--- config.mk ---
export PLATFORM = sky130hd
export DESIGN_NAME = adc_frame_decode_on_time_meter
export DESIGN_NICKNAME = d
export VERILOG_FILES = /design/src/rtl/core/aftm_pkg.sv /design/src/rtl/core/adc_frame_decode_on_time_meter.sv
export SDC_FILE = /design/constraint.sdc
export NUM_CORES = 1
export LEC_CHECK = 0
export BUFFER_PORTS_ARGS = -buffer_cell sky130_fd_sc_hd__buf_2
export CORE_MARGIN = 2
export CORE_UTILIZATION = 45
export CTS_CLUSTER_DIAMETER = 50
export DETAILED_ROUTE_END_ITERATION = 12
export PLACE_DENSITY = 0.68
export SYNTH_ARGS = -nofsm -noshare
export SYNTH_HDL_FRONTEND = slang
export SYNTH_SLANG_ARGS = --single-unit
export TNS_END_PERCENT = 10
--- constraint.sdc ---
create_clock -name i_clk -period 33.9 [get_ports i_clk]
set_clock_uncertainty 0.2 [all_clocks]
set_input_delay 6.78 -clock i_clk [delete_from_list [all_inputs] [get_ports i_clk]]
set_output_delay 6.78 -clock i_clk [all_outputs]
set_load 0.01 [all_outputs]
--- src/rtl/core/aftm_pkg.sv ---
package aftm_pkg;

    localparam int TIME_BITS    = 48;
    localparam int SAMPLE_BITS  = 12;
    localparam int CHANNELS_DEF = 2;
    localparam int NULL_BIT_POS = 5;
    localparam int ADDR_BITS    = 3;

    localparam logic [TIME_BITS-1:0] TIME_MAX = '1;

    typedef enum logic {
        CMD_SAMPLE = 1'b0,
        CMD_CLEAR  = 1'b1
    } t_cmd;

    typedef enum logic {
        REG_FLOOR_CH0 = 1'b0,
        REG_FLOOR_CH1 = 1'b1
    } t_reg_idx;

    typedef logic [TIME_BITS-1:0]   t_time;
    typedef logic [SAMPLE_BITS-1:0] t_sample;

    // run-time entry: mark valid, mark, run time
    typedef struct packed {
        logic  mark_vld;
        t_time mark;
        t_time run;
    } t_run_ent;

    function automatic t_time sat_add(input t_time a, input t_time b);
        logic [TIME_BITS:0] s;
        s = {1'b0, a} + {1'b0, b};
        return s[TIME_BITS] ? TIME_MAX : s[TIME_BITS-1:0];
    endfunction

    function automatic t_sample sample_lsb_first(input logic [7:0] b1, input logic [7:0] b2,
                                                 input logic [7:0] b3);
        t_sample v;
        v[0] = b1[1];
        v[1] = b1[0];
        for (int i = 2; i < 10; i++) begin
            v[i] = b2[9-i];
        end
        v[10] = b3[7];
        v[11] = b3[6];
        return v;
    endfunction

endpackage

--- src/rtl/core/adc_frame_decode_on_time_meter.sv ---
// On-time meter for a two-channel SPI ADC. Each request on the input stream carries one
// four-byte ADC frame, its channel and a millisecond timestamp (or a command that clears the
// unreported totals of all channels); each request yields exactly one result with the decoded
// samples, an error flag for a set null bit, and the channel's run time and unreported total.
// A sample above the channel floor adds the time since the previous on sample (1 ms for the
// first one) to both totals, saturating at 2^48-1; a sample at or below the floor clears the
// run time. Per-channel state sits in two small memories with a registered read; an item
// is read when accepted and updated and written back as it leaves stage 1, with forwarding
// between consecutive items on the same channel. Throughput is one request per clock while
// the result side does not stall; a request passes stage 1 and the result register before
// its result is valid. Floors must be written over the APB port (floor_ch0 at 0x0, floor_ch1
// at 0x4) only while the stream is idle; the block itself does not enforce this.
module adc_frame_decode_on_time_meter #(
    parameter int CHANNELS = aftm_pkg::CHANNELS_DEF
) (
    input  logic                           i_clk,
    input  logic                           i_rst_n,
    // APB configuration
    input  logic                           psel,
    input  logic                           penable,
    input  logic                           pwrite,
    input  logic [aftm_pkg::ADDR_BITS-1:0] paddr,
    input  logic [31:0]                    pwdata,
    output logic [31:0]                    prdata,
    output logic                           pready,
    // input stream
    input  logic                           s_axis_tvalid,
    output logic                           s_axis_tready,
    // frame_byte0, frame_byte1, frame_byte2, frame_byte3, now_ms[47:0]
    input  logic [79:0]                    s_axis_tdata,
    // cmd, channel
    input  logic [1:0]                     s_axis_tuser,
    // result stream
    output logic                           m_axis_tvalid,
    input  logic                           m_axis_tready,
    // sample_msb[11:0], sample_lsb[11:0], is_on, run_time_ms[47:0], unreported_ms[47:0], pad
    output logic [127:0]                   m_axis_tdata,
    // out_channel, frame_error
    output logic [1:0]                     m_axis_tuser
);
    import aftm_pkg::*;

    localparam int CH_W = (CHANNELS > 1) ? $clog2(CHANNELS) : 1;

    // configuration
    t_sample r_floor [2];

    assign pready = 1'b1;

    always_ff @(posedge i_clk) begin
        if (!i_rst_n) begin
            r_floor[0] <= '0;
            r_floor[1] <= '0;
        end else if (psel && penable && pwrite && pready) begin
            if (paddr[2] == REG_FLOOR_CH1) begin
                r_floor[1] <= pwdata[SAMPLE_BITS-1:0];
            end else begin
                r_floor[0] <= pwdata[SAMPLE_BITS-1:0];
            end
        end
    end

    assign prdata = (paddr[2] == REG_FLOOR_CH1) ? {20'b0, r_floor[1]} : {20'b0, r_floor[0]};

    // input unpack
    logic        in_acc;
    logic        in_cmd;
    logic        in_ch;
    logic [CH_W-1:0] in_addr;

    assign in_cmd  = s_axis_tuser[0];
    assign in_ch   = s_axis_tuser[1];
    assign in_addr = CH_W'(in_ch);

    // state memories
    t_run_ent mem_run [CHANNELS];
    t_time    mem_unr [CHANNELS];
    logic [CHANNELS-1:0] r_run_vld;
    logic [CHANNELS-1:0] r_unr_vld;

    // stage 1
    logic        r_s1_vld;
    logic        r_s1_cmd;
    logic        r_s1_ch;
    logic [31:0] r_s1_frame;
    t_time       r_s1_now;
    t_run_ent    r_rd_run;
    t_time       r_rd_unr;
    logic        r_fwd_hit;
    t_run_ent    r_fwd_run;
    t_time       r_fwd_unr;

    logic        s1_adv;
    logic        wr_en;
    logic [CH_W-1:0] s1_addr;
    t_run_ent    cur_run;
    t_time       cur_unr;
    t_run_ent    new_run;
    t_time       new_unr;
    logic        ch_ok;
    logic [7:0]  b0, b1, b2, b3;
    t_sample     smsb, slsb, flr;
    logic        on;
    t_time       dur;

    // result
    logic        r_o_vld;
    logic        r_o_ch;
    logic        r_o_err;
    t_sample     r_o_smsb;
    t_sample     r_o_slsb;
    logic        r_o_on;
    t_time       r_o_run;
    t_time       r_o_unr;
    logic        n_o_err;
    t_sample     n_o_smsb;
    t_sample     n_o_slsb;
    logic        n_o_on;
    t_time       n_o_run;
    t_time       n_o_unr;

    assign s1_adv        = !r_o_vld || m_axis_tready;
    assign s_axis_tready = !r_s1_vld || s1_adv;
    assign in_acc        = s_axis_tvalid && s_axis_tready;
    assign s1_addr       = CH_W'(r_s1_ch);

    always_ff @(posedge i_clk) begin
        if (!i_rst_n) begin
            r_s1_vld <= 1'b0;
        end else if (s_axis_tready) begin
            r_s1_vld <= s_axis_tvalid;
        end
    end

    always_ff @(posedge i_clk) begin
        if (in_acc) begin
            r_s1_cmd   <= in_cmd;
            r_s1_ch    <= in_ch;
            r_s1_frame <= s_axis_tdata[31:0];
            r_s1_now   <= s_axis_tdata[79:32];
            r_rd_run   <= mem_run[in_addr];
            r_rd_unr   <= mem_unr[in_addr];
            r_fwd_hit  <= wr_en && (r_s1_ch == in_ch);
            r_fwd_run  <= new_run;
            r_fwd_unr  <= new_unr;
        end
    end

    always_ff @(posedge i_clk) begin
        if (wr_en) begin
            mem_run[s1_addr] <= new_run;
            mem_unr[s1_addr] <= new_unr;
        end
    end

    always_ff @(posedge i_clk) begin
        if (!i_rst_n) begin
            r_run_vld <= '0;
            r_unr_vld <= '0;
        end else if (r_s1_vld && s1_adv) begin
            if (r_s1_cmd == CMD_CLEAR) begin
                r_unr_vld <= '0;
            end else if (wr_en) begin
                r_run_vld[s1_addr] <= 1'b1;
                r_unr_vld[s1_addr] <= 1'b1;
            end
        end
    end

    always_comb begin
        ch_ok = (32'(r_s1_ch) < CHANNELS);
        b0    = r_s1_frame[7:0];
        b1    = r_s1_frame[15:8];
        b2    = r_s1_frame[23:16];
        b3    = r_s1_frame[31:24];
        smsb  = {b0[4:0], b1[7:1]};
        slsb  = sample_lsb_first(b1, b2, b3);
        flr   = r_floor[r_s1_ch];
        on    = (smsb > flr);

        if (r_fwd_hit) begin
            cur_run = r_fwd_run;
        end else if (!r_run_vld[s1_addr]) begin
            cur_run = '0;
        end else begin
            cur_run = r_rd_run;
        end
        if (r_fwd_hit) begin
            cur_unr = r_fwd_unr;
        end else if (!r_unr_vld[s1_addr]) begin
            cur_unr = '0;
        end else begin
            cur_unr = r_rd_unr;
        end

        if (!cur_run.mark_vld) begin
            dur = TIME_BITS'(1);
        end else if (r_s1_now >= cur_run.mark) begin
            dur = r_s1_now - cur_run.mark;
        end else begin
            dur = '0;
        end

        if (on) begin
            new_run.mark_vld = 1'b1;
            new_run.mark     = r_s1_now;
            new_run.run      = sat_add(cur_run.run, dur);
            new_unr          = sat_add(cur_unr, dur);
        end else begin
            new_run = '0;
            new_unr = cur_unr;
        end

        wr_en = r_s1_vld && s1_adv && (r_s1_cmd == CMD_SAMPLE) && ch_ok
                && !b0[NULL_BIT_POS];

        n_o_err  = 1'b0;
        n_o_smsb = '0;
        n_o_slsb = '0;
        n_o_on   = 1'b0;
        n_o_run  = '0;
        n_o_unr  = '0;
        if (r_s1_cmd == CMD_CLEAR) begin
            if (ch_ok) begin
                n_o_run = cur_run.run;
            end
        end else if (!ch_ok) begin
            n_o_err = 1'b1;
        end else if (b0[NULL_BIT_POS]) begin
            n_o_err = 1'b1;
            n_o_run = cur_run.run;
            n_o_unr = cur_unr;
        end else begin
            n_o_smsb = smsb;
            n_o_slsb = slsb;
            n_o_on   = on;
            n_o_run  = new_run.run;
            n_o_unr  = new_unr;
        end
    end

    always_ff @(posedge i_clk) begin
        if (!i_rst_n) begin
            r_o_vld <= 1'b0;
        end else if (s1_adv) begin
            r_o_vld <= r_s1_vld;
        end
    end

    always_ff @(posedge i_clk) begin
        if (r_s1_vld && s1_adv) begin
            r_o_ch   <= r_s1_ch;
            r_o_err  <= n_o_err;
            r_o_smsb <= n_o_smsb;
            r_o_slsb <= n_o_slsb;
            r_o_on   <= n_o_on;
            r_o_run  <= n_o_run;
            r_o_unr  <= n_o_unr;
        end
    end

    assign m_axis_tvalid = r_o_vld;
    assign m_axis_tuser  = {r_o_err, r_o_ch};
    assign m_axis_tdata  = {7'b0, r_o_unr, r_o_run, r_o_on, r_o_slsb, r_o_smsb};

endmodule

; ---- Word-level counts from Yosys, hierarchy flattened
; Memory sizes are Yosys's and may differ from the RTL's. A register that Yosys moved wholly into a read port is not among the register bits.
; Index checks and enable logic that the tools add are counted.
[word_totals]
regBits = 357
ram_bits = 314
input_bits = 124
output_inout_bits = 165
wordCells = 90
memories = 3
[op_classes]
add_sub_neg = 3
magnitude_cmp = 4
eq_ne = 1
muxes = 37
bitwise = 5
reduce_logical = 17
[memory_table]
columns = name, depth, width, rd, rd_ports_with_merged_regs, write_ports, line_no
row1 = mem_run, 2, 97, 1, 1, 1, adc_frame_decode_on_time_meter.sv:76  ; t_run_ent mem_run [CHANNELS];
row2 = mem_unr, 2, 48, 1, 1, 1, adc_frame_decode_on_time_meter.sv:77  ; t_time mem_unr [CHANNELS];
row3 = r_floor, 2, 12, 3, 1, 2, adc_frame_decode_on_time_meter.sv:46  ; t_sample r_floor [2];
[op_table]
columns = op, n
row1 = $mux 48, 10
row2 = $mux 97, 3
row3 = $add 48x48->49, 2
row4 = $ge 48x48->1, 1
row5 = $sub 48x48->48, 1
row6 = $mux 12, 3
row7 = $mux 1, 18
row8 = $gt 12x12->1, 1
row9 = $logic_and 1x1->1, 8
row10 = $mux 2, 2
row11 = $or 2x2->2, 2
row12 = $logic_not 1->1, 3
row13 = $reduce_and 3->1, 1
row14 = $logic_or 1x1->1, 2
row15 = $lt 1x2->1 const B, 1
row16 = $or 1x1->1, 2
row17 = $reduce_and 2->1, 1
row18 = $reduce_bool 2->1, 1
row19 = $reduce_or 2->1, 1
row20 = $demux 1 s1, 1
row21 = $eq 1x1->1, 1
row22 = $ge 1x1->1 const B, 1
row23 = $not 1->1, 1

; ---- Depth between registers and ports, before layout
[depth]
ltp_word = 12
mapped_depth = 46
ltp_nobuf = 36

; ---- Worst setup path before layout
; Ideal clock, no wire load.
[synth_path]
path_type = input to register
from = input m_axis_tready
to = memory mem_run[0][0] (netlist bit), enable pin
setup_time_ps = 653
arrival_time_ps = 19049
required_ps = 33047
path_slack_ps = 13998
path_stages = 4
cell_sequence = nor2b_1 > nor2b_1 > nand2_1 > nor2_1
[synth_via]
elab_chain_len = 6
[synth_lines]
columns = item, line_no
row1 = start: declaration, adc_frame_decode_on_time_meter.sv:35  ; input logic m_axis_tready,
row2 = $logic_or 1x1->1, adc_frame_decode_on_time_meter.sv:122  ; assign s1_adv = !r_o_vld || m_axis_tready;
row3 = $logic_and 1x1->1 (2 in series), adc_frame_decode_on_time_meter.sv:214  ; wr_en = r_s1_vld && s1_adv && (r_s1_cmd == CMD_SAMPLE) && ch_ok
row4 = $logic_and 1x1->1, adc_frame_decode_on_time_meter.sv:215  ; && !b0[NULL_BIT_POS];
row5 = $mux 1, adc_frame_decode_on_time_meter.sv:150  ; if (wr_en) begin
row6 = $mux 1 (implied by the code), adc_frame_decode_on_time_meter.sv:151  ; mem_run[s1_addr] <= new_run;
row7 = end: declaration, adc_frame_decode_on_time_meter.sv:76
; No other way between the ends.

; ---- Worst setup path in the final report
[layout_path]
from = input paddr[2] (netlist bit)
to = output prdata[5]
[layout_via]
elab_chain_len = 1
[layout_lines]
columns = item, line_no
row1 = start: declaration, adc_frame_decode_on_time_meter.sv:22  ; input logic [aftm_pkg::ADDR_BITS-1:0] paddr,
row2 = $mux 12, adc_frame_decode_on_time_meter.sv:63  ; assign prdata = (paddr[2] == REG_FLOOR_CH1) ? {20'b0, r_floor[1]} : {20'b0, r_floor[0]};
row3 = end: declaration, adc_frame_decode_on_time_meter.sv:24  ; output logic [31:0] prdata,
; No other way between the ends.

==> key figures <==
Synthesis
  – Most numerous cell in the Yosys netlist: edfxtp_1
  – Cell taking the most area after synthesis: edfxtp_1
  – Simple-Gate Fraction of Synth Area: slightly below 10%
  – Synth area leaders: edfxtp_1 57%, mux2_2 4.5%, ha_1 3.1%, a21oi_1 2.7%, xnor2_1 2.1%
  – Main synth FF type: edfxtp_1
  – Yosys top cell area share: roughly 57%
  – FF+latch count, synth: 808
  – Compound-gate portion of the synthesized area: between 10% and 20%
  – Async set or reset register ratio after synthesis: 0%
  – Gate Count Post-Synth: 3369
  – Xor and xnor area share after synthesis: 3.11%
  – Synth cell types: 117
  – Post-synth top cells: 801 x edfxtp_1, 229 x nor2_1, 228 x a21oi_1
  – YS warnings: 0
  – Post-synth EDFFs: 801
  – Synth Area per Inst: 12.4 sq um
  – Largest family of logic cells by synthesized area: compound AO/OA/AOI/OAI gates
  – Post-Synth Adder-Cell Area: around 4%
  – Register area share after synthesis: 57.8%
  – Mux share of post-synthesis cell area: 4.96%
  – Syn Std Cell Area: 41900 sq um

Power
  – PwrDens: approximately 54 nW/um^2
  – P_leak: 16.9 nW
  – Peak supply drop: ~0.048 mV
  – Power Total: 0.00255 W

Layout
  – Area added between synthesis and finish: 12.6%
  – Share of layout cells above drive strength 1: 19.7%
  – N_diodes: 0
  – Fill cell count: 7978
  – Nets@finish: ~3800

Die
  – # rows: approximately 110
  – Height of the die: slightly above 300 um
  – Initial Utilization: a little under half
  – Die X: 309 um
  – Die area: 95500 sq um
  – CORE AREA: 91900 sq um
  – I/O pin count: between 200 and 300

Job
  – Max Cap Viol: 0

STA
  – Final hold vios: 0
  – Max-slew violation total from the final report: 0
  – Final worst path period need: 14.61 ns
  – Setup tns final: 0 ns
  – RSZ-0062 raised after global routing: false
  – Peak Freq: 0.0684 GHz
  – Final Cycle Share: a little over two fifths
  – # setup viols final: 0
  – Tightest Pin Transition: 1.15 ns
  – Worst relative slew slack: 23.3%

Detailed routing
  – Vias per inst: 5.98
  – Total number of vias: between 20000 and 30000
  – Post-route ant nets: 0
  – Starting DRT DRC Count: 2699
  – First-pass DRT Iterations: 7
  – # DRC: 0
  – Total wire length: 113 mm
  – Wire length per cell: 23.3 um

Placement
  – Final Wtd Congestion: just over 0.9
  – IO buf count: 230
  – Post-detail-place hpwl: 76.5 mm

Min path
  – HP Class: flop to flop

Worst setup path
  – Worst Path Max Fanout: 14
  – Critical path data required time: 26.92 ns
  – Critical Path Source Type: input pin
  – CP endpoint kind: output port
  – Critical path arrival: 7.63 ns
  – Critical path class: input pin to output port

Clock tree
  – CTS resizes: 0
  – Clock root buffer: clkbuf_16
  – TritonCTS Buffers: 93
  – CTS Buffer Depth: 3
  – Post-CTS setup buffers: 0
  – Reg clk slew, reported paths: ~0.060 ns
  – CTS Hold Bufs: 0
  – Num Clock Sinks: 808
  – CTS tree: yes
  – Clk_lat worst skew: approximately 0.68 ns
  – H-tree depth: 3

GRT
  – Gr usage total: between 20% and 30%
  – Initial antenna violation count: 3
  – Vias in the first global route: 28200
  – Global-route wire length before repair: 171 mm
  – GRT overflow: 0
  – Largest net degree at the start of global routing: 148

Status
  – Outcome: completed
[cell type report]
class                           count  area [sq um]  share of cell area, %
Multi-Input combinational cell   2323         16600                   35.3
Clock inverter                     60           548                   1.16
Sequential cell                   808         24200                   51.3
Tap cell                         1243          1560                   3.30
Timing Repair Buffer              277          1520                   3.23
Clock buffer                      111          2460                   5.21
Inverter                           55           206                  0.438
[power by group]
| part | leakage (nW) | switching [W] | total [W] | internal (W) |
|---|---|---|---|---|
| sequential | 7.73 | 0.0000185 | 0.00119 | 0.00118 |
| combinational | 7.70 | 0.000263 | 0.000386 | 0.000123 |
| clock | 1.47 | 0.000424 | 0.000974 | 0.000550 |
[through the flow]
stage	std cells	setup WS [ns]	hold WS [ns]	utilization (%)	instance area [sq um]
finish	4877	19.29	0.288	51.3	47100
global route	4877	19.28	0.318	51.3	47100
CTS	4877	19.30	0.293	51.3	47100
detailed placement	4706	19.31	0.279	48.0	44100
global placement	4706	19.30	0.266	48.0	44100
floorplan	3395	14.00	0.221	-	42000
[path summary, 6_finish.rpt]
| path | startpoint | endpoint | slack [ns] | cells past startpoint |
|---|---|---|---|---|
| worst min-delay path | r_unr_vld[1] | r_unr_vld[1] | 0.29 | 1 |
| worst max-delay path | paddr[2] | prdata[5] | 19.29 | 3 |
| worst min register to register | r_unr_vld[1] | r_unr_vld[1] | 0.29 | 1 |
| worst max register to register | r_s1_ch | r_o_run[8] | 23.16 | 37 |
[routing by layer]
layer / wire (um) / vias to the layer above / global-route usage [%]
met5: 7 / - / 0
met4: 4880 / 2 / 9.93
met3: 6960 / 237 / 3.58
met2: 54300 / 1054 / 38.6
met1: 47300 / 14300 / 30.9
li1: - / 13500 / -
[registers in the layout, indices dropped and copies added (netlist names), named ones only]
register       cells
r_o_unr           48
r_o_err            1
r_o_on             1
r_floor           24
r_s1_ch            1
r_fwd_run         97
r_fwd_hit          1
r_s1_cmd           1
r_o_slsb          11
r_s1_frame        24
mem_run          194
r_rd_unr          48
r_s1_vld           1
r_s1_now          48
mem_unr           96
r_o_smsb          12
r_rd_run          97
r_unr_vld          2
r_o_ch             1
r_o_run           48
m_axis_tvalid      1
r_fwd_unr         48
r_run_vld          2
[cell usage in the layout (no fill, tap or decap), types with 20 or more instances in the layout]
| master | Yosys | routed |
|---|---|---|
| a211oi_1 | 20 | 20 |
| a21o_1 | 69 | 69 |
| a21oi_1 | 228 | 228 |
| a21oi_2 | 26 | 26 |
| a221oi_1 | 37 | 37 |
| a22o_1 | 75 | 75 |
| a22oi_1 | 111 | 111 |
| a31oi_1 | 29 | 29 |
| and2_1 | 101 | 100 |
| and3_1 | 47 | 46 |
| buf_2 | 39 | 229 |
| buf_4 | 40 | 46 |
| clkbuf_16 | 0 | 94 |
| conb_1 | 2 | 28 |
| edfxtp_1 | 801 | 801 |
| ha_1 | 105 | 105 |
| inv_1 | 54 | 54 |
| maj3_1 | 30 | 30 |
| mux2_2 | 167 | 167 |
| nand2_1 | 152 | 149 |
| nand2b_1 | 29 | 29 |
| nand3_1 | 54 | 54 |
| nand4_1 | 33 | 33 |
| nor2_1 | 229 | 226 |
| nor3_1 | 53 | 53 |
| nor4_1 | 20 | 20 |
| o21a_1 | 26 | 26 |
| o21ai_0 | 117 | 117 |
| o21ai_1 | 22 | 21 |
| xnor2_1 | 99 | 99 |
| xor2_1 | 46 | 46 |
[logic make-up (layout without fill, tap and decap cells)]
group | after synthesis | count (layout)
compound gates | 1010 | 1010
simple gates | 813 | 813
flops | 808 | 808
buf+inv | 264 | 503
mux | 185 | 185
xor+xnor | 147 | 147
fa+ha+maj | 140 | 140
other cells | 2 | 28
[critical path, cell delays in order]
cell,delay (ns)
buf_2,0.29
mux2_2,0.41
buf_2,0.14
(Power assumes the default switching activity.)
